## src/rtl/vn3_pkg.sv

```systemverilog
`timescale 1ns / 1ps
// ---------------------------------------------------------------------------
// vn3_pkg: shared types and constants
// Beat payloads of the 3D vector normalizer and its pipeline depths.
// ---------------------------------------------------------------------------
package vn3_pkg;

   localparam int COMP_W   = 32;
   localparam int LANES    = 3;
   localparam int SQ_LAT   = 2;
   localparam int SUM_LAT  = 1;
   localparam int NORM_LAT = 5;
   localparam int ROOT_W   = 32;
   localparam int ROOT_LAT = NORM_LAT + ROOT_W;
   localparam int QUOT_W   = 31;
   localparam int DIV_LAT  = QUOT_W;
   localparam int TOT_LAT  = SQ_LAT + SUM_LAT + ROOT_LAT + DIV_LAT + 1;

   localparam logic [QUOT_W-1:0] UNIT_ONE = QUOT_W'(32'h4000_0000);

   typedef struct packed {
      logic signed [COMP_W-1:0] comp_x;
      logic signed [COMP_W-1:0] comp_y;
      logic signed [COMP_W-1:0] comp_z;
   } req_type;

   typedef struct packed {
      logic signed [COMP_W-1:0] unit_x;
      logic signed [COMP_W-1:0] unit_y;
      logic signed [COMP_W-1:0] unit_z;
      logic [COMP_W-1:0]        length;
      logic                     zero_vector;
   } rsp_type;

endpackage

```

## src/rtl/vn3_square.sv

```systemverilog
`timescale 1ns / 1ps
// ---------------------------------------------------------------------------
// vn3_square: one component lane, front end
// Takes the magnitude and sign of a component and squares the magnitude.
// ---------------------------------------------------------------------------
module vn3_square (
   input  logic                               clock,
   input  logic                               en,
   input  logic signed [vn3_pkg::COMP_W-1:0]  comp,
   output logic [vn3_pkg::COMP_W-1:0]         mag,
   output logic                               neg,
   output logic [2*vn3_pkg::COMP_W-1:0]       sq
);
   import vn3_pkg::*;

   logic [COMP_W-1:0]   mag1_ff, mag2_ff;
   logic                neg1_ff, neg2_ff;
   logic [2*COMP_W-1:0] sq_ff;

   always_ff @(posedge clock) begin
      if (en) begin
         neg1_ff <= comp[COMP_W-1];
         mag1_ff <= comp[COMP_W-1] ? COMP_W'(-comp) : COMP_W'(comp);
         neg2_ff <= neg1_ff;
         mag2_ff <= mag1_ff;
         sq_ff   <= mag1_ff * mag1_ff;
      end
   end

   assign mag = mag2_ff;
   assign neg = neg2_ff;
   assign sq  = sq_ff;
endmodule

```

## config.mk

```make
export PLATFORM = sky130hd
export DESIGN_NAME = vn3_square
export DESIGN_NICKNAME = d
export VERILOG_FILES = /design/src/rtl/vn3_pkg.sv /design/src/rtl/vn3_square.sv
export SDC_FILE = /design/constraint.sdc
export NUM_CORES = 2
export LEC_CHECK = 0
export ABC_AREA = 1
export BUFFER_PORTS_ARGS = -buffer_cell sky130_fd_sc_hd__buf_4
export CORE_ASPECT_RATIO = 0.5
export CORE_MARGIN = 4
export CORE_UTILIZATION = 60
export DETAILED_ROUTE_END_ITERATION = 12
export PLACE_DENSITY = 0.78
export SYNTH_ARGS = -nofsm -noshare
export SYNTH_HDL_FRONTEND = slang
export SYNTH_SLANG_ARGS = --single-unit
```

## constraint.sdc

```tcl
create_clock -name clock -period 9.7 [get_ports clock]
set_input_delay 1.94 -clock clock [delete_from_list [all_inputs] [get_ports clock]]
set_output_delay 1.94 -clock clock [all_outputs]
set_load 0.03 [all_outputs]
```

Word-level counts from Yosys, hierarchy flattened
Index checks and enable logic that the tools add are counted.
{ "word_totals": {"n_memories": 0, "inputBits": 34, "wordCells": 9, "ramBits": 0, "rom_bits": 0, "reg_bits": 130, "latch_bits": 0, "output_inout_bits": 97} }
{ "classes": {"shifts": 0, "eq_ne": 0, "magnitude_cmp": 0, "muxes": 1, "n_bitwise": 0, "add_sub_neg": 1, "n_mul": 1, "reduce_logical": 0, "n_div": 0} }
{ "ops": {"columns": ["cell", "count"], "rows": [
  ["$mul A32 B32 Y64", 1],
  ["$neg A32 Y32", 1],
  ["$mux W31", 1]
]} }

Longest topological paths before layout
{ "logic_depth": {"depth_word": 2, "ltp_mapped": 32, "depth_no_buf": 30} }

Worst setup path before layout
Ideal clock, no wire load.
{ "synth_path": {"kind": "reg-to-reg", "startpoint": "register mag1_ff[14]", "endpoint": "register sq_ff[47], in the netlist sq[47] (data pin)", "n_path_buf": 2, "stages_incl_launch_ff": 27, "path_slack_ns": 2.994, "arrival_time_ns": 6.454, "cell_sequence": "edfxtp_1 > clkbuf_1 > buf_1 > nand2_1 > fa_1 > inv_1 > fa_1 > inv_1 > fa_1 > fa_1 > inv_1 > fa_1 > inv_1 > fa_1 > inv_1 > fa_1 > fa_1 > ha_1 > nand2_2 > nor2_1 > nand2_1 > nor3_1 > nand2_1 > nand2_1 > nand2_1 > nand3_1 > nand2_1"} }
{ "synth_via": {"elab_chain_len": 1} }
{ "synth_lines": {"columns": ["element", "line_no", "source"], "rows": [
  ["from (decl)", "vn3_square.sv:16", "logic [COMP_W-1:0] mag1_ff, mag2_ff;"],
  ["from (signal assigned)", "vn3_square.sv:23", "mag1_ff <= comp[COMP_W-1] ? COMP_W'(-comp) : COMP_W'(comp);"],
  ["$mul A32 B32 Y64", "vn3_square.sv:26", "sq_ff <= mag1_ff * mag1_ff;"],
  ["to (signal assigned)", "vn3_square.sv:26", null],
  ["to (decl)", "vn3_square.sv:18", "logic [2*COMP_W-1:0] sq_ff;"]
]} }
Every way passes these cells.
A chain may end at the register's enable or synchronous reset.

Worst setup path after layout
{ "layout_path": {"startpoint": "register mag1_ff[7]", "endpoint": "register sq_ff[63], in the netlist sq[63] (data pin)"} }
Same word-level chain as after synthesis.

==> summary.txt <==
Final layout
  • Area Overhead vs Synth: 6.63%
  • Nets: 5587
  • Layout cells sized above 1: 0.0577
  • Fillers: 4932

Clock tree
  • Deepest clock path buffer count: 2
  • Worst-path clk slew: 90 ps
  • Hold buffer count at CTS: 0
  • CTS tree: built
  • Clk_lat worst skew: 490 ps
  • H-tree levels: 4
  • CTS buffer count: 17
  • Cts repair resizes: 0
  • Post-CTS setup buffer count: 0
  • CTS sink cnt: 128
  • Root Driver: clkbuf_16

Yosys
  • Warnings, synthesis: 0
  • Synth top area share: 0.435
  • Cell taking the most area after synthesis: fa_1
  • Top FF cell, synth: edfxtp_1
  • Synth top cells by count: inv_1 (1465), nand2_1 (1091), fa_1 (792), ha_1 (302), nor2_1 (131)
  • Top-count cell post-synth: inv_1
  • Mapped Cells: 4380
  • Syn nets: 5508
  • Mapped cell area: 0.0364 mm^2
  • Area contributors post-synth: fa_1 (44%), inv_1 (15%), nand2_1 (11%)
  • Syn avg cell area: 8.32 um^2
  • Yosys reg bits: 128
  • Async SR Flop Fraction: 0
  • Synth cell types: 36
  • EDFF count, synth: 128
  • Register area share after synthesis: 0.106

STA
  • Worst Skew: 28.8 ps
  • Max-slew violations: 0
  • Period utilization: 0.803
  • Final setup viols: 0
  • Final-report hold violation count: 0
  • Max Clk Rate: 128 MHz
  • Rel. slew slack: 0.209
  • Setup TNS: 0 ps
  • Actual slew at the worst max-slew pin: 1190 ps
  • Fin crit period: 7790 ps
  • RSZ-0062 raised after global routing: false

Die
  • DIE AREA: 0.0650 mm^2
  • # rows: 63
  • Starting Density: 0.611
  • Die X: 356 um
  • Io pins: 131
  • Core ar.: 0.0597 mm^2
  • Height of the die: 182 um

Route
  • Post-route ant nets: 0
  • Total Wirelength: 96200 um
  • Router iterations before antenna repair: 6
  • Via density: 5.20
  • Routed vias: 27.5k
  • Wire per inst: 18.2 um
  • DRC viols: 0
  • Starting DRT DRC Count: 2397

Min path
  • Worst min path class: flip-flop to flip-flop

Worst setup path
  • Req. time, crit path: 9960 ps
  • CP Data Arrival Time: 8050 ps
  • CP endpoint kind: flip-flop
  • Crit start category: flip-flop
  • Kind of critical path: flip-flop to flip-flop
  • Crit Path Max Fanout: 21

Place
  • IO buf count: 129
  • Final HPWL DP: 81400 um
  • GP Congestion: 0.999

Global route
  • GRT overflow: 0
  • Vias in the first global route: 29.4k
  • First-pass GRT wire length: 157000 um
  • Initial antenna violation count: 2
  • Total GRT Usage: 0.313
  • Largest net degree at the start of global routing: 70

Status
  • Status: finished, final reports clean

Run
  • Max-cap violations: 0
## path summary, 6_finish.rpt
kind / start / endpoint / slack, ps / depth (start not counted)
worst max-delay path: mag1_ff[7] / sq[63] / 1910 / 24
worst min-delay path: neg1_ff / neg / 420 / 0
worst max register to register: mag1_ff[7] / sq[63] / 1910 / 24
worst min register to register: neg1_ff / neg / 420 / 0
## sequential cells by signal (all words and copies together), names as in the netlist
name,flops
neg,1
neg1_ff,1
mag1_ff,32
sq,62
mag,32
## routing by layer
metal / GRT usage / share of wire / routed length [um] / vias up
li1: - / - / - / 12500
met1: 0.428 / 0.40 / 38700 / 13600
met2: 0.507 / 0.47 / 45300 / 1213
met3: 0.0501 / 0.084 / 8040 / 211
met4: 0.121 / 0.043 / 4150 / 2
met5: 0 / 0.000073 / 7 / -
## critical path: stages, from the launching register on
cell and delay [ps]:
edfxtp_1 1140, nand2_1 270, fa_1 620, inv_1 60, fa_1 420, fa_1 560
inv_1 50, fa_1 480, inv_1 80, fa_1 550, inv_1 80, fa_1 530
inv_1 50, fa_1 460, fa_1 560, ha_1 430, nand2_2 90, nor2_1 250
nand2_1 160, nor3_1 150, nand2_1 80, nand2_1 250, nand2_1 120, nand3_1 90
nand2_1 60
## cells by family (layout without fill, tap and decap cells)
| group | Yosys count | in the layout | share of synthesized area |
|---|---|---|---|
| AO/OA/AOI/OAI | 98 | 98 | 0.0163 |
| XOR/XNOR | 101 | 101 | 0.0243 |
| adder cells (fa/ha/maj) | 1094 | 1094 | 0.539 |
| buffers and inverters | 1580 | 1672 | 0.163 |
| flip-flops | 128 | 128 | 0.106 |
| other | 1 | 2 | 0.000103 |
| AND/OR/NAND/NOR | 1378 | 1378 | 0.152 |
## stage by stage
stage                     std cells  instance area, um^2  utilization  hold slack [ps]  setup slack [ps]
final                          5285                38800        0.651              422              1910
after global routing           5284                38800        0.651              438              1510
after CTS                      5284                38800        0.651              424              1970
after detailed placement       5252                38300        0.642              408              1970
after global placement         5252                38300        0.642              403              2130
after floorplan                4380                36400            -              400              2990
## placed cells by master, fill, tap and decap left out, types with 16 or more instances in the layout
cell       count
xor2_1        79
o21bai_1      26
nand2_1     1091
edfxtp_1     128
nand3_1       67
nor3_1        16
a21oi_1       48
nand4_1       25
buf_4        167
clkbuf_16     17
ha_1         302
nor2_1       131
inv_1       1465
fa_1         792
xnor2_1       22
## layout make-up
class                           instances  area, um^2  area share
Clock inverter                         15         121     0.00312
Multi-Input combinational cell       2672       26600       0.686
Sequential cell                       128        3840      0.0989
Clock buffer                           17         425      0.0110
Inverter                             1472        5530       0.142
Tap cell                              812        1020      0.0262
Timing Repair Buffer                  168        1260      0.0326
Antenna cell                            1        2.50   0.0000644
Power is left out: the tool's default activity adds up to more than one toggle a clock period on the data nets, which glitch-free logic cannot reach.
