[config.mk]
export PLATFORM = sky130hd
export DESIGN_NAME = vn3_divide
export DESIGN_NICKNAME = d
export VERILOG_FILES = /design/src/rtl/vn3_pkg.sv /design/src/rtl/vn3_divide.sv
export SDC_FILE = /design/constraint.sdc
export NUM_CORES = 2
export LEC_CHECK = 0
export BUFFER_PORTS_ARGS = -buffer_cell sky130_fd_sc_hd__buf_2
export CORE_UTILIZATION = 28
export DETAILED_ROUTE_END_ITERATION = 12
export GPL_TIMING_DRIVEN = 0
export SLEW_MARGIN = 40
export SYNTH_ARGS = -nofsm -noshare
export SYNTH_HDL_FRONTEND = slang
export SYNTH_SLANG_ARGS = --single-unit
[constraint.sdc]
create_clock -name clock -period 10 [get_ports clock]
set_input_delay 1.5 -clock clock [delete_from_list [all_inputs] [get_ports clock]]
set_output_delay 1.5 -clock clock [all_outputs]
set_load 0.05 [all_outputs]
[src/rtl/vn3_pkg.sv]
`timescale 1ns / 1ps
// ---------------------------------------------------------------------------
// vn3_pkg: shared types and constants
// Beat payloads of the 3D vector normalizer and its pipeline depths.
// ---------------------------------------------------------------------------
package vn3_pkg;

   localparam int COMP_W   = 32;
   localparam int LANES    = 3;
   localparam int SQ_LAT   = 2;
   localparam int SUM_LAT  = 1;
   localparam int NORM_LAT = 5;
   localparam int ROOT_W   = 32;
   localparam int ROOT_LAT = NORM_LAT + ROOT_W;
   localparam int QUOT_W   = 31;
   localparam int DIV_LAT  = QUOT_W;
   localparam int TOT_LAT  = SQ_LAT + SUM_LAT + ROOT_LAT + DIV_LAT + 1;

   localparam logic [QUOT_W-1:0] UNIT_ONE = QUOT_W'(32'h4000_0000);

   typedef struct packed {
      logic signed [COMP_W-1:0] comp_x;
      logic signed [COMP_W-1:0] comp_y;
      logic signed [COMP_W-1:0] comp_z;
   } req_type;

   typedef struct packed {
      logic signed [COMP_W-1:0] unit_x;
      logic signed [COMP_W-1:0] unit_y;
      logic signed [COMP_W-1:0] unit_z;
      logic [COMP_W-1:0]        length;
      logic                     zero_vector;
   } rsp_type;

endpackage

[src/rtl/vn3_divide.sv]
`timescale 1ns / 1ps
// ---------------------------------------------------------------------------
// vn3_divide: one component lane, back end
// Divides the scaled magnitude by the root, one quotient bit per stage.
// ---------------------------------------------------------------------------
module vn3_divide (
   input  logic                           clock,
   input  logic                           en,
   input  logic [vn3_pkg::COMP_W-1:0]     mag,
   input  logic                           neg_in,
   input  logic [4:0]                     shift,
   input  logic [vn3_pkg::ROOT_W-1:0]     root,
   output logic [vn3_pkg::QUOT_W-1:0]     quot,
   output logic                           neg_out
);
   import vn3_pkg::*;

   logic [ROOT_W-1:0] rem_ff [DIV_LAT];
   logic [ROOT_W-1:0] div_ff [DIV_LAT];
   logic [QUOT_W-1:0] q_ff   [DIV_LAT];
   logic              neg_ff [DIV_LAT];
   logic [ROOT_W-1:0] scaled;
   logic [2*COMP_W-2:0] wide;

   // the scaled magnitude never exceeds the root, so it fits in one word
   assign wide   = {(COMP_W-1)'(0), mag} << shift;
   assign scaled = wide[ROOT_W-1:0];

   always_ff @(posedge clock) begin
      if (en) begin
         div_ff[0] <= root;
         neg_ff[0] <= neg_in;
         if (scaled >= root) begin
            rem_ff[0] <= scaled - root;
            q_ff[0]   <= QUOT_W'(1);
         end else begin
            rem_ff[0] <= scaled;
            q_ff[0]   <= '0;
         end
      end
   end

   for (genvar i = 1; i < DIV_LAT; i++) begin : g_step
      logic [ROOT_W:0] rem_t;
      assign rem_t = {rem_ff[i-1], 1'b0};
      always_ff @(posedge clock) begin
         if (en) begin
            div_ff[i] <= div_ff[i-1];
            neg_ff[i] <= neg_ff[i-1];
            if (rem_t >= {1'b0, div_ff[i-1]}) begin
               rem_ff[i] <= ROOT_W'(rem_t - {1'b0, div_ff[i-1]});
               q_ff[i]   <= {q_ff[i-1][QUOT_W-2:0], 1'b1};
            end else begin
               rem_ff[i] <= rem_t[ROOT_W-1:0];
               q_ff[i]   <= {q_ff[i-1][QUOT_W-2:0], 1'b0};
            end
         end
      end
   end

   assign quot    = q_ff[DIV_LAT-1];
   assign neg_out = neg_ff[DIV_LAT-1];
endmodule

; ---- Word-level counts from Yosys, hierarchy flattened
; Memories as Yosys holds them, arrays and structs flattened.
; Cells that the tools add are included.
; Widths: inputs -> output; s select.
[word_totals]
latchBits = 0
ram_bits = 2976
ff_bits = 0
n_memories = 4
inputBits = 72
mem_bits_ro = 0
word_cells = 379
[memory_table]
columns = name, words, word_bits, rd, rd_ports_with_merged_regs, wr, line_no
row1 = div_ff, 31, 32, 30, 0, 31, vn3_divide.sv:19  ; logic [ROOT_W-1:0] div_ff [DIV_LAT];
row2 = rem_ff, 31, 32, 30, 0, 31, vn3_divide.sv:18  ; logic [ROOT_W-1:0] rem_ff [DIV_LAT];
row3 = q_ff, 31, 31, 31, 0, 31, vn3_divide.sv:20  ; logic [QUOT_W-1:0] q_ff [DIV_LAT];
row4 = neg_ff, 31, 1, 31, 0, 31, vn3_divide.sv:21  ; logic neg_ff [DIV_LAT];
[op_classes]
reduce_logical = 0
n_div = 0
n_addsub = 31
mul = 0
eq_ne = 0
n_bitwise = 62
muxes = 250
n_shift = 1
n_lt_le_gt_ge = 31
[op_table]
columns = op, count
row1 = $mux 32, 31
row2 = $sub 32x32->32, 31
row3 = $ge 33x32->1, 30
row4 = $mux 31, 31
row5 = $mux 1, 188
row6 = $or 1x1->1, 62
row7 = $ge 32x32->1, 1
row8 = $shl 32x5->32, 1

; ---- Depth between registers and ports, before layout
[logic_depth]
word_depth = 6
ltp_mapped = 24
mapped_depth_nobuf = 20

; ---- Least setup slack after synthesis
; OpenSTA, ideal clock, no wires.
[synth_path]
kind = input port to flip-flop
from = input port shift[0]
to = memory rem_ff[0][1], data pin
arrival_ns = 6.349
path_stages = 20
setup_ns = 0.260
slack_ns = 3.391
t_required_ns = 9.740
cell_sequence = clkbuf_1 -> buf_1 -> clkbuf_1 -> mux2i_1 -> a21oi_1 -> a21oi_1 -> nor2_1 -> ha_1 -> a21o_1 -> a21o_1 -> a221o_1 -> a21boi_0 -> a21oi_1 -> o21bai_1 -> a21oi_1 -> o21a_1 -> o21ai_0 -> a21oi_1 -> clkbuf_1 -> mux2_2
[synth_lines]
columns = item, line_no
row1 = start: declaration, vn3_divide.sv:11  ; input logic [4:0] shift,
row2 = end: declaration, vn3_divide.sv:18

==> out/metrics.cfg <==
[setup_path]
crit_fanout = 10
critPathCaptureType = register
cp-start-kind = input pin
critical-path-slowest-cell = buf_1
cp.arrival_ns = 8.20
slowest_delay_ns = 0.59
worstSetupPathType = in -> reg
critPathRequiredTime_ns = 10.60
cp_cell_sequence = clkbuf_1, buf_1, clkbuf_1, mux2i_1, a21oi_1, a21oi_1, nor2_1, ha_1, a21o_1, a21o_1, a221o_1, a21boi_0, a21oi_1, o21bai_1, a21oi_1, o21a_1, o21ai_0, a21oi_1, clkbuf_1, clkbuf_1, nand2_1, o21ai_0
critPathMostFrequentCell = a21oi_1

[logic_synthesis]
synth.top_cell.area_share = 0.542
synth-seq-cells = 2447
postSynthCellCount = 12100
ys_seq_area_frac = 0.542
yosys.area.top_type = edfxtp_1
synth_edf_count = 2445
synthTopCellsByArea = edfxtp_1 (54%), ha_1 (9.2%), inv_1 (3.5%)
synthFlopType = edfxtp_1
yosysWarnings = 0
avgSynthCellArea_sq_um = 11.2
syn_nets = 13200
synth_area_sq_mm = 0.135
ys_types = 99
async_flop_share = 0

[final_layout]
final_common_cell = edfxtp_1
register_area_sq_mm = 0.0735
syn_to_final_growth_pct = 13.9
instances_no_fill = 19100
layout_common_cells = edfxtp_1 (2,445), inv_1 (1,263), nand2_1 (1,017), ha_1 (991), a21oi_1 (941)
multiInputGateArea_sq_mm = 0.0558
drive_gt1_frac = 0.0780
finalNetCount = 13600
fill_cells = 48600
design_area_sq_mm = 0.154

[die]
fp.dieH_um = 697
ios = 104
die_w_um = 697
core-area_sq_mm = 0.482
rows = 255
die_area_sq_mm = 0.486
initial_core_util = 0.281

[route]
post-route-drc-count = 0
met3WireLength_um = 13600
vias = 90500
wl_per_cell_um = 17.5
vias_per_cell = 4.72
first_iter_violations = 6221
routed_wl_um = 336000
top_layer = met4
met1_length_um = 139000
firstDrtPassIters = 5
dr_wl_met2_um = 169000
ant_nets = 0

[placed_design]
portBuffers = 100
dpl-instance-area_sq_mm = 0.145
placed_cells = 18600
post-place-ws_ns = 1.49
gp_congestion = 0.914
dp_hpwl_um = 260000

[cts]
clk_pin_slew_ns = 0.06
cts_max_level = 5
insertion_delay_ns = 0.92
cts-root-buf = clkbuf_16
cts.sinks = 2447
cts_hold_buf = 0
numCtsBuffers = 277
postCtsSetupRepairBufs = 0
cts_tree = done
cts_resized = 0
clock_path_buffers = 4

[status]
status = complete, no violations

[sta]
worst_pin_slew_ns = 0.910
setup_ws_ns = 2.40
finalSetupTns_ns = 0
finalMaxSlewViolations = 0
rsz0062_at_grt = false
period_share = 0.760
hold_viol_final = 0
hold_ws_ns = 0.399
finClkSkew_ns = 0.0993
slew_headroom = 0.393
finalSetupViolations = 0
fin_crit_ns = 7.60
clock.fmax_mhz = 132

[grt]
grt_pass1_wl_um = 511000
grt_max_degree = 101
overflow = 0
grt_use_total = 0.132
grt_pass1_vias = 88300
antenna_found_initial = 3

[power_and_ir_drop]
irDropWorstVdd_v = 0.000143
leakagePower_nw = 61.1
p_per_area_mw_per_mm2 = 308

[min_path]
hold_class = reg -> reg

[job]
drv_cap = 0

cells in the mapped netlist (17+ instances only):
master,number
a21boi_0,26
o21bai_1,82
nand2b_1,163
a21oi_1,941
o211ai_1,36
o21ai_0,884
mux4_2,21
nand2_1,1017
xnor2_1,461
a31o_2,17
nand4_1,131
xor2_1,340
a211oi_1,62
a311oi_1,18
buf_4,31
mux2i_1,38
or3_1,45
nand3_1,160
and2_1,57
a21o_1,458
o2111ai_1,18
ha_1,991
nor2b_1,169
nor3_1,117
inv_1,1263
o31a_1,24
a31oi_1,92
or2_2,18
nor3b_1,18
o31ai_1,90
o21a_1,150
buf_2,17
and3_1,84
o41ai_1,18
a221oi_1,20
clkbuf_1,267
o21ai_1,36
nor2_1,670
o22ai_1,22
fa_1,30
nor4_1,47
mux2_2,233
edfxtp_1,2445
layer usage:
layer / track usage / up-vias
met4: 0.0529 / 0
li1: - / 44800
met1: 0.159 / 43200
met3: 0.0162 / 583
met2: 0.240 / 1943
met5: 0 / -
cells by family (layout without fill, tap and decap cells):
family / Yosys count / after routing / share of synthesized area
other: 0 / 6 / 0
buffers and inverters: 1598 / 2240 / 0.0458
AND/OR/NAND/NOR: 2750 / 2750 / 0.0943
multiplexers: 294 / 294 / 0.0259
flip-flops: 2447 / 2447 / 0.542
XOR/XNOR: 801 / 801 / 0.0518
adder cells (fa/ha/maj): 1021 / 1021 / 0.0960
AO/OA/AOI/OAI: 3165 / 3165 / 0.144
through the flow:
step,utilization,total power [mW]
2_1_floorplan,-,31.7
4_1_cts,0.320,47.8
3_5_place_dp,0.301,37.3
3_3_place_gp,0.299,37.3
6_report,0.320,47.5
5_1_grt,0.320,50.7
sequential cells by signal, indices dropped and copies added, names as in the netlist:
name / cells
div_ff: 960
neg_ff: 31
q_ff: 496
rem_ff: 960
power breakdown:
part | internal, mW | switching (mW)
clock | 5.93 | 4.29
combinational | 8.72 | 11.9
sequential | 15.1 | 1.65
layout make-up:
class                           count  share of cell area
Clock buffer                      336              0.0477
Timing Repair Buffer              142             0.00915
Clock inverter                    164              0.0114
Multi-Input combinational cell   8031               0.362
Buffer                            334              0.0103
Antenna cell                        6           0.0000974
Inverter                         1264              0.0308
Tap cell                         6425              0.0521
Sequential cell                  2447               0.476
critical path: cells and delay by family:
family / cells / cell delay (ns)
simple gates: 2 / 0.25
mux: 1 / 0.32
fa+ha+maj: 1 / 0.38
buf+inv: 5 / 2.55
compound gates: 13 / 3.20
final timing paths:
check / cells past startpoint / startpoint / endpoint / slack (ns)
worst max-delay path: 22 / shift[0] / rem_ff[0][22] / 2.40
worst min-delay path: 0 / div_ff[0][178] / div_ff[0][210] / 0.40
worst max register to register: 15 / div_ff[0][417] / rem_ff[0][468] / 4.70
worst min register to register: 0 / div_ff[0][178] / div_ff[0][210] / 0.40
(Power assumes the default switching activity.)
