==> config.mk <==
export PLATFORM = sky130hd
export DESIGN_NAME = vn3_root
export DESIGN_NICKNAME = d
export VERILOG_FILES = /design/src/rtl/vn3_pkg.sv /design/src/rtl/vn3_root.sv
export SDC_FILE = /design/constraint.sdc
export NUM_CORES = 2
export LEC_CHECK = 0
export BUFFER_PORTS_ARGS = -buffer_cell sky130_fd_sc_hd__buf_2
export CAP_MARGIN = 40
export CORE_MARGIN = 2
export CORE_UTILIZATION = 60
export DETAILED_ROUTE_END_ITERATION = 8
export GPL_TIMING_DRIVEN = 0
export PLACE_DENSITY_LB_ADDON = 0.05
export SLEW_MARGIN = 20
export SYNTH_ARGS = -nofsm -noshare
export SYNTH_HDL_FRONTEND = slang
export SYNTH_MEMORY_MAX_BITS = 65536
export SYNTH_SLANG_ARGS = --single-unit
==> constraint.sdc <==
create_clock -name clock -period 4.4 [get_ports clock]
set_input_delay 0.88 -clock clock [delete_from_list [all_inputs] [get_ports clock]]
set_output_delay 0.88 -clock clock [all_outputs]
set_load 0.02 [all_outputs]
==> src/rtl/vn3_pkg.sv <==
`timescale 1ns / 1ps
// ---------------------------------------------------------------------------
// vn3_pkg: shared types and constants
// Beat payloads of the 3D vector normalizer and its pipeline depths.
// ---------------------------------------------------------------------------
package vn3_pkg;

   localparam int COMP_W   = 32;
   localparam int LANES    = 3;
   localparam int SQ_LAT   = 2;
   localparam int SUM_LAT  = 1;
   localparam int NORM_LAT = 5;
   localparam int ROOT_W   = 32;
   localparam int ROOT_LAT = NORM_LAT + ROOT_W;
   localparam int QUOT_W   = 31;
   localparam int DIV_LAT  = QUOT_W;
   localparam int TOT_LAT  = SQ_LAT + SUM_LAT + ROOT_LAT + DIV_LAT + 1;

   localparam logic [QUOT_W-1:0] UNIT_ONE = QUOT_W'(32'h4000_0000);

   typedef struct packed {
      logic signed [COMP_W-1:0] comp_x;
      logic signed [COMP_W-1:0] comp_y;
      logic signed [COMP_W-1:0] comp_z;
   } req_type;

   typedef struct packed {
      logic signed [COMP_W-1:0] unit_x;
      logic signed [COMP_W-1:0] unit_y;
      logic signed [COMP_W-1:0] unit_z;
      logic [COMP_W-1:0]        length;
      logic                     zero_vector;
   } rsp_type;

endpackage

==> src/rtl/vn3_root.sv <==
`timescale 1ns / 1ps
// ---------------------------------------------------------------------------
// vn3_root: normalizer and square root
// Shifts the sum of squares left by an even amount, then takes the integer
// square root one result bit per stage.
// ---------------------------------------------------------------------------
module vn3_root (
   input  logic                           clock,
   input  logic                           en,
   input  logic [2*vn3_pkg::COMP_W-1:0]   sum,
   output logic [vn3_pkg::ROOT_W-1:0]     root,
   output logic [4:0]                     shift
);
   import vn3_pkg::*;

   logic [2*COMP_W-1:0] norm_ff [NORM_LAT];
   logic [4:0]          nk_ff   [NORM_LAT];
   logic [2*COMP_W-1:0] src_ff  [ROOT_W];
   logic [ROOT_W:0]     rem_ff  [ROOT_W];
   logic [ROOT_W-1:0]   res_ff  [ROOT_W];
   logic [4:0]          k_ff    [ROOT_W];

   // normalize: each stage tests the top field and shifts by an even amount
   for (genvar j = 0; j < NORM_LAT; j++) begin : g_norm
      localparam int SH = 32 >> j;
      logic [2*COMP_W-1:0] src;
      logic [4:0]          kin;
      if (j == 0) begin : g_first
         assign src = sum;
         assign kin = '0;
      end else begin : g_next
         assign src = norm_ff[j-1];
         assign kin = nk_ff[j-1];
      end
      always_ff @(posedge clock) begin
         if (en) begin
            if (src[2*COMP_W-1 -: SH] == '0) begin
               norm_ff[j] <= src << SH;
               nk_ff[j]   <= kin + 5'(SH / 2);
            end else begin
               norm_ff[j] <= src;
               nk_ff[j]   <= kin;
            end
         end
      end
   end

   // restoring square root, one bit per stage
   for (genvar i = 0; i < ROOT_W; i++) begin : g_sqrt
      logic [2*COMP_W-1:0] src;
      logic [ROOT_W:0]     rem;
      logic [ROOT_W-1:0]   res;
      logic [4:0]          kin;
      logic [ROOT_W+2:0]   rem_t, trial;
      if (i == 0) begin : g_first
         assign src = norm_ff[NORM_LAT-1];
         assign rem = '0;
         assign res = '0;
         assign kin = nk_ff[NORM_LAT-1];
      end else begin : g_next
         assign src = src_ff[i-1];
         assign rem = rem_ff[i-1];
         assign res = res_ff[i-1];
         assign kin = k_ff[i-1];
      end
      assign rem_t = {rem, src[2*COMP_W-1 -: 2]};
      assign trial = {1'b0, res, 2'b01};
      always_ff @(posedge clock) begin
         if (en) begin
            src_ff[i] <= src << 2;
            k_ff[i]   <= kin;
            if (rem_t >= trial) begin
               rem_ff[i] <= (ROOT_W+1)'(rem_t - trial);
               res_ff[i] <= {res[ROOT_W-2:0], 1'b1};
            end else begin
               rem_ff[i] <= rem_t[ROOT_W:0];
               res_ff[i] <= {res[ROOT_W-2:0], 1'b0};
            end
         end
      end
   end

   assign root  = res_ff[ROOT_W-1];
   assign shift = k_ff[ROOT_W-1];
endmodule

# == Word-level counts from Yosys, hierarchy flattened ==
# Memory sizes are Yosys's and may differ from the RTL's.
# Cells that the tools add are included.
# totals
regBits,0
latchBits,0
ram_bits,4569
rom_bits,0
in_bits,66
out_inout_bits,37
word_cells,451
n_memories,6
# classes
n_addsub,36
n_mul,0
div_mod_pow,0
n_lt_le_gt_ge,32
n_eq_ne,0
shift,0
muxes,298
n_bitwise,74
reduce_logical,5
# mem_list
memory,depth,word_bits,read_ports,rd_clocked_by_memory_dff,write_ports,line_no,rtl
src_ff,32,62,31,0,32,vn3_root.sv:18,logic [2*COMP_W-1:0] src_ff [ROOT_W];
rem_ff,32,33,31,0,32,vn3_root.sv:19,logic [ROOT_W:0] rem_ff [ROOT_W];
res_ff,32,32,32,0,32,vn3_root.sv:20,logic [ROOT_W-1:0] res_ff [ROOT_W];
norm_ff,5,64,5,0,5,vn3_root.sv:16,logic [2*COMP_W-1:0] norm_ff [NORM_LAT];
k_ff,32,5,32,0,32,vn3_root.sv:21,logic [4:0] k_ff [ROOT_W];
nk_ff,5,5,5,0,5,vn3_root.sv:17,logic [4:0] nk_ff [NORM_LAT];
# ops
operator,n
$ge 35x34->1,31
$mux 33,32
$mux 32,32
$sub 33x33->33,31
$mux 64,5
$mux 1,224
$or 1x1->1,74
$logic_not 32->1,1
$mux 5,5
$logic_not 16->1,1
$logic_not 8->1,1
$add 5x1->5 const B,1
$add 5x2->5 const B,1
$add 5x3->5 const B,1
$add 5x4->5 const B,1
$logic_not 4->1,1
$sub 2x1->3 const B,1
$ge 2x1->1 const B,1
$logic_not 2->1,1

# == Logic depth before layout (Yosys ltp) ==
# An unclocked memory read counts as a cell.
# depth
ltp_word,6
ltp_mapped,15
ltp_nobuf,13

# == Worst setup path after synthesis ==
# OpenSTA, ideal clock, no wires.
# synth_path
path_type,input -> register
from,input en
to,"memory nk_ff[4][0], enable pin"
setup_time_ns,0.451
arrival_time_ns,3.583
slack_ns,0.365
stages,4
path_buffers,4
path_cell_list,clkbuf_1 clkbuf_1 clkbuf_1 clkbuf_1
# synth_rtl
element,line_no,rtl
start: declaration,vn3_root.sv:9,"input logic en,"
end: declaration,vn3_root.sv:17,

==> results.txt <==
* Status: completed
* Core region area: 0.2223 sq mm
* Number of rows created at floorplan: 173
- HPWL reported at the end of detailed placement: 197000 microns
* CTS clock-pin slew for the worst setup and hold paths: 0.06 ns
- Summed instance area of the synthesized netlist: 0.1342 sq mm
- The tool flagged a number of max-cap violations equal to 0.
- Finish-stage setup viols: 0
- The layout has 15.54k filler cells.
- Among all cell types in the netlist, the one instantiated most often is sky130_fd_sc_hd__edfxtp_1.
* Global route total overflow: 0
- During placement, the flow inserted port buffers numbering 102.
- CTS Root Buffer Type: sky130_fd_sc_hd__clkbuf_16
- Data required time of the critical path: 5.01 ns
* Peak clock frequency supported by timing: 229.1 MHz
- Number of flops mapped to enable cells by yosys: 2989
* Worst Setup Start Kind: flop
* Dominant cells by area after synthesis: sky130_fd_sc_hd__edfxtp_1 67%, sky130_fd_sc_hd__ha_1 5.2%, sky130_fd_sc_hd__xor2_1 2.7%
- Summed over all instances, the cell type with the most area after synthesis is sky130_fd_sc_hd__edfxtp_1.
- Via count normalized by instance count: 5.763
- The die is 476.9 microns tall.
* Yosys warning count: 0
- Worst min-delay path category: in -> reg
- Worst Path Max Fanout: 10
- Routability-driven placement congestion ratio: 0.9387
- Entering global routing, the biggest net connects 160 pins.
* Final critical-path required period: 4.365 ns
- Hold Fails Final Rpt: 0
- Vias in the first global route: 77.27k
* Antenna Violating Nets Remaining: 0
* TritonCTS clock tree: done
* Power density over cell area: 521.2 mW/mm^2
* Number of antenna violations at the first check in global routing: 7
- The final layout contains routed wiring with a total length of 274400 microns.
- Worst-skew pair later-pin latency: 0.93 ns
- The initial utilization of the core area, before any placement, comes to 60.36%.
- Via Count: 78.66k
- The die covers 0.2275 sq mm.
- After the flow finishes, the layout carries non-filler instances totaling 13.65k.
* Area grow syn2layout: 11.84%
* Fraction of registers with async set/reset: 0%
* Reported leakage power: 56.76 nW
- Classification of the worst setup path: reg -> reg
* First-pass GRT wire length: 426900 microns
- Summed over its instances, the top area cell type makes up 66.89% of the synthesized netlist area.
- DRC errors left: 0
- In this run, placement finished with an instance count of 13.08k.
* Max clock buf depth: 4
- After detailed routing, the average wire length per cell comes to 20.10 microns.
- Counting instances in the post-synthesis netlist gives the leading cell types as 2989 x sky130_fd_sc_hd__edfxtp_1, 878 x sky130_fd_sc_hd__nand2_1, 717 x sky130_fd_sc_hd__inv_1.
- Primary FF master, synth: sky130_fd_sc_hd__edfxtp_1
* CTS H-Tree Depth: 5
- The first routing iteration left 6667 violations.
* Post-route setup TNS: 0 ns
- Num ports: 103
- After technology mapping, the gate count stands at 9947.
* Arrival time at the worst endpoint: 4.97 ns
- NumNets Final: 11.06k
- Buffers inserted during clock tree synthesis total 319.
* GRT Overall Usage: 23.74%
* Flip-flop and latch count after synthesis: 2990
* Length of the first detailed-routing pass in iterations: 8
- Measured against its own limit, the worst slew margin works out to 40.73%.
* Net count after synthesis: 10.58k
- After synthesis, the mean cell area works out to 13.49 sq um.
- Of the synthesized area, sequential elements account for 66.90%.
- Peak supply drop: 403.0 uV
- Number of slew-limit violations in the final report: 0
* Clock sinks: 2990
* Crit share post-route: 99.21%
- In this run, distinct cell masters in the synthesized netlist total 83.
- In this run the horizontal extent of the chip is 476.9 microns.
- Setup repair after global routing missed its margin: false
- Share of layout cells above drive strength 1: 9.898%
- Final clock skew: 0.05237 ns
* Least-Margin Pin Slew: 0.8891 ns
* Critical Path Sink Type: flop
==> cell type report <==
cell class | instances | area, sq um | share of cell area, %
Antenna cell | 4 | 10.01 | 0.006669
Buffer | 233 | 1012 | 0.6744
Clock buffer | 386 | 8456 | 5.634
Clock inverter | 168 | 1687 | 1.124
Inverter | 721 | 2708 | 1.804
Multi-Input combinational cell | 5996 | 40970 | 27.30
Sequential cell | 2990 | 89780 | 59.82
Tap cell | 2975 | 3722 | 2.480
Timing Repair Buffer | 175 | 1740 | 1.160
==> layer usage <==
metal	track usage (%)	vias up	routed length, microns
li1	-	37810	-
met1	32.91	38300	120400
met2	38.94	2072	131700
met3	3.869	470	15150
met4	6.886	0	7111
met5	0	-	0
==> cell families after synthesis <==
logic type,count (synthesis),share of synthesized area [%]
buf+inv,961,2.690
xor+xnor,799,5.215
flops,2990,66.90
mux,284,2.361
compound gates,1771,8.105
fa+ha+maj,562,5.240
simple gates,2580,9.487
==> critical path, stage by stage (launching register included) <==
cell and delay, ns:
sky130_fd_sc_hd__edfxtp_1 0.42, sky130_fd_sc_hd__ha_1 0.38, sky130_fd_sc_hd__a211oi_1 0.35, sky130_fd_sc_hd__o21ba_2 0.24, sky130_fd_sc_hd__a311oi_1 0.12, sky130_fd_sc_hd__o21ai_0 0.47, sky130_fd_sc_hd__a31oi_1 0.29, sky130_fd_sc_hd__o21ai_2 0.41
sky130_fd_sc_hd__and2_1 0.19, sky130_fd_sc_hd__clkbuf_1 0.35, sky130_fd_sc_hd__clkbuf_1 0.61, sky130_fd_sc_hd__o21ai_0 0.22
==> final timing paths <==
check,from,to,slack (ns),cells after the start
max reg2reg,rem_ff[1][267],rem_ff[1][323],0.03,11
max,rem_ff[1][267],rem_ff[1][323],0.03,11
min reg2reg,src_ff[0][610],src_ff[0][674],0.40,0
min,sum[26],norm_ff[0][58],0.22,3
==> stage by stage <==
step / power [mW] / setup slack, ns / utilization (%) / hold slack, ns / cell area (sq um)
6_report: 78.23 / 0.03462 / 67.51 / 0.2218 / 150100
5_1_grt: 81.91 / 0.002817 / 67.51 / 0.1833 / 150100
4_1_cts: 78.72 / 0.004812 / 67.38 / 0.1396 / 149800
3_5_place_dp: 52.41 / -1.398 / 62.78 / 0.4045 / 139600
3_3_place_gp: 52.41 / -22.74 / 62.27 / 0.4002 / 138400
2_1_floorplan: 48.03 / 0.3653 / - / 0.4003 / 134200
==> power breakdown <==
| group | internal, mW | switching, mW |
|---|---|---|
| clock network | 15.5 | 10.5 |
| registers | 35.7 | 2.10 |
| logic | 5.97 | 8.41 |
==> sequential cells by signal, summed over array words and instances, names as in the netlist <==
| signal | flops |
|---|---|
| src_ff | 992 |
| res_ff | 528 |
| norm_ff | 320 |
| k_ff | 160 |
| rem_ff | 975 |
| nk_ff | 15 |
==> cell usage in the layout, fill, tap and decap left out, types with 22 or more instances in the layout <==
cell type                   synthesis  final
sky130_fd_sc_hd__edfxtp_1        2989   2989
sky130_fd_sc_hd__nand2_1          878    878
sky130_fd_sc_hd__o31ai_1           33     33
sky130_fd_sc_hd__clkinv_1           2     67
sky130_fd_sc_hd__a211o_1           29     29
sky130_fd_sc_hd__nor2_1           438    438
sky130_fd_sc_hd__bufinv_16          0     32
sky130_fd_sc_hd__or4_1             62     60
sky130_fd_sc_hd__o21ai_0          626    623
sky130_fd_sc_hd__a21o_1           227    227
sky130_fd_sc_hd__o211ai_1          32     32
sky130_fd_sc_hd__o21a_1           100     99
sky130_fd_sc_hd__clkbuf_1         229    207
sky130_fd_sc_hd__nand3_1          143    143
sky130_fd_sc_hd__nor2b_1           85     85
sky130_fd_sc_hd__xnor2_1          379    379
sky130_fd_sc_hd__nand3b_1          25     25
sky130_fd_sc_hd__xor2_1           420    420
sky130_fd_sc_hd__or2_2             53     53
sky130_fd_sc_hd__clkbuf_2           0     51
sky130_fd_sc_hd__and2_1            81     80
sky130_fd_sc_hd__and3_1            61     61
sky130_fd_sc_hd__a31oi_1           40     39
sky130_fd_sc_hd__ha_1             562    562
sky130_fd_sc_hd__nand2b_1         126    126
sky130_fd_sc_hd__nand4_1           88     88
sky130_fd_sc_hd__inv_1            717    717
sky130_fd_sc_hd__a211oi_1          34     31
sky130_fd_sc_hd__or3_1             95     94
sky130_fd_sc_hd__buf_2              2    119
sky130_fd_sc_hd__nor3_1           213    208
sky130_fd_sc_hd__clkinv_2           0     47
sky130_fd_sc_hd__clkbuf_16          0    329
sky130_fd_sc_hd__mux2_2           260    260
sky130_fd_sc_hd__o21bai_1          35     35
sky130_fd_sc_hd__nor4_1           149    144
sky130_fd_sc_hd__a21oi_1          437    437
sky130_fd_sc_hd__buf_12             0     22
sky130_fd_sc_hd__mux2i_1           24     24
==> what timing repair did <==
item	CTS	global route
cloned	0	1
hold buffers	0	0
setup endpoints to repair	167	254
gates resized for setup	26	55
setup buffers	3	7
pin swaps	2	3
Power figures use the tool's default switching activity.
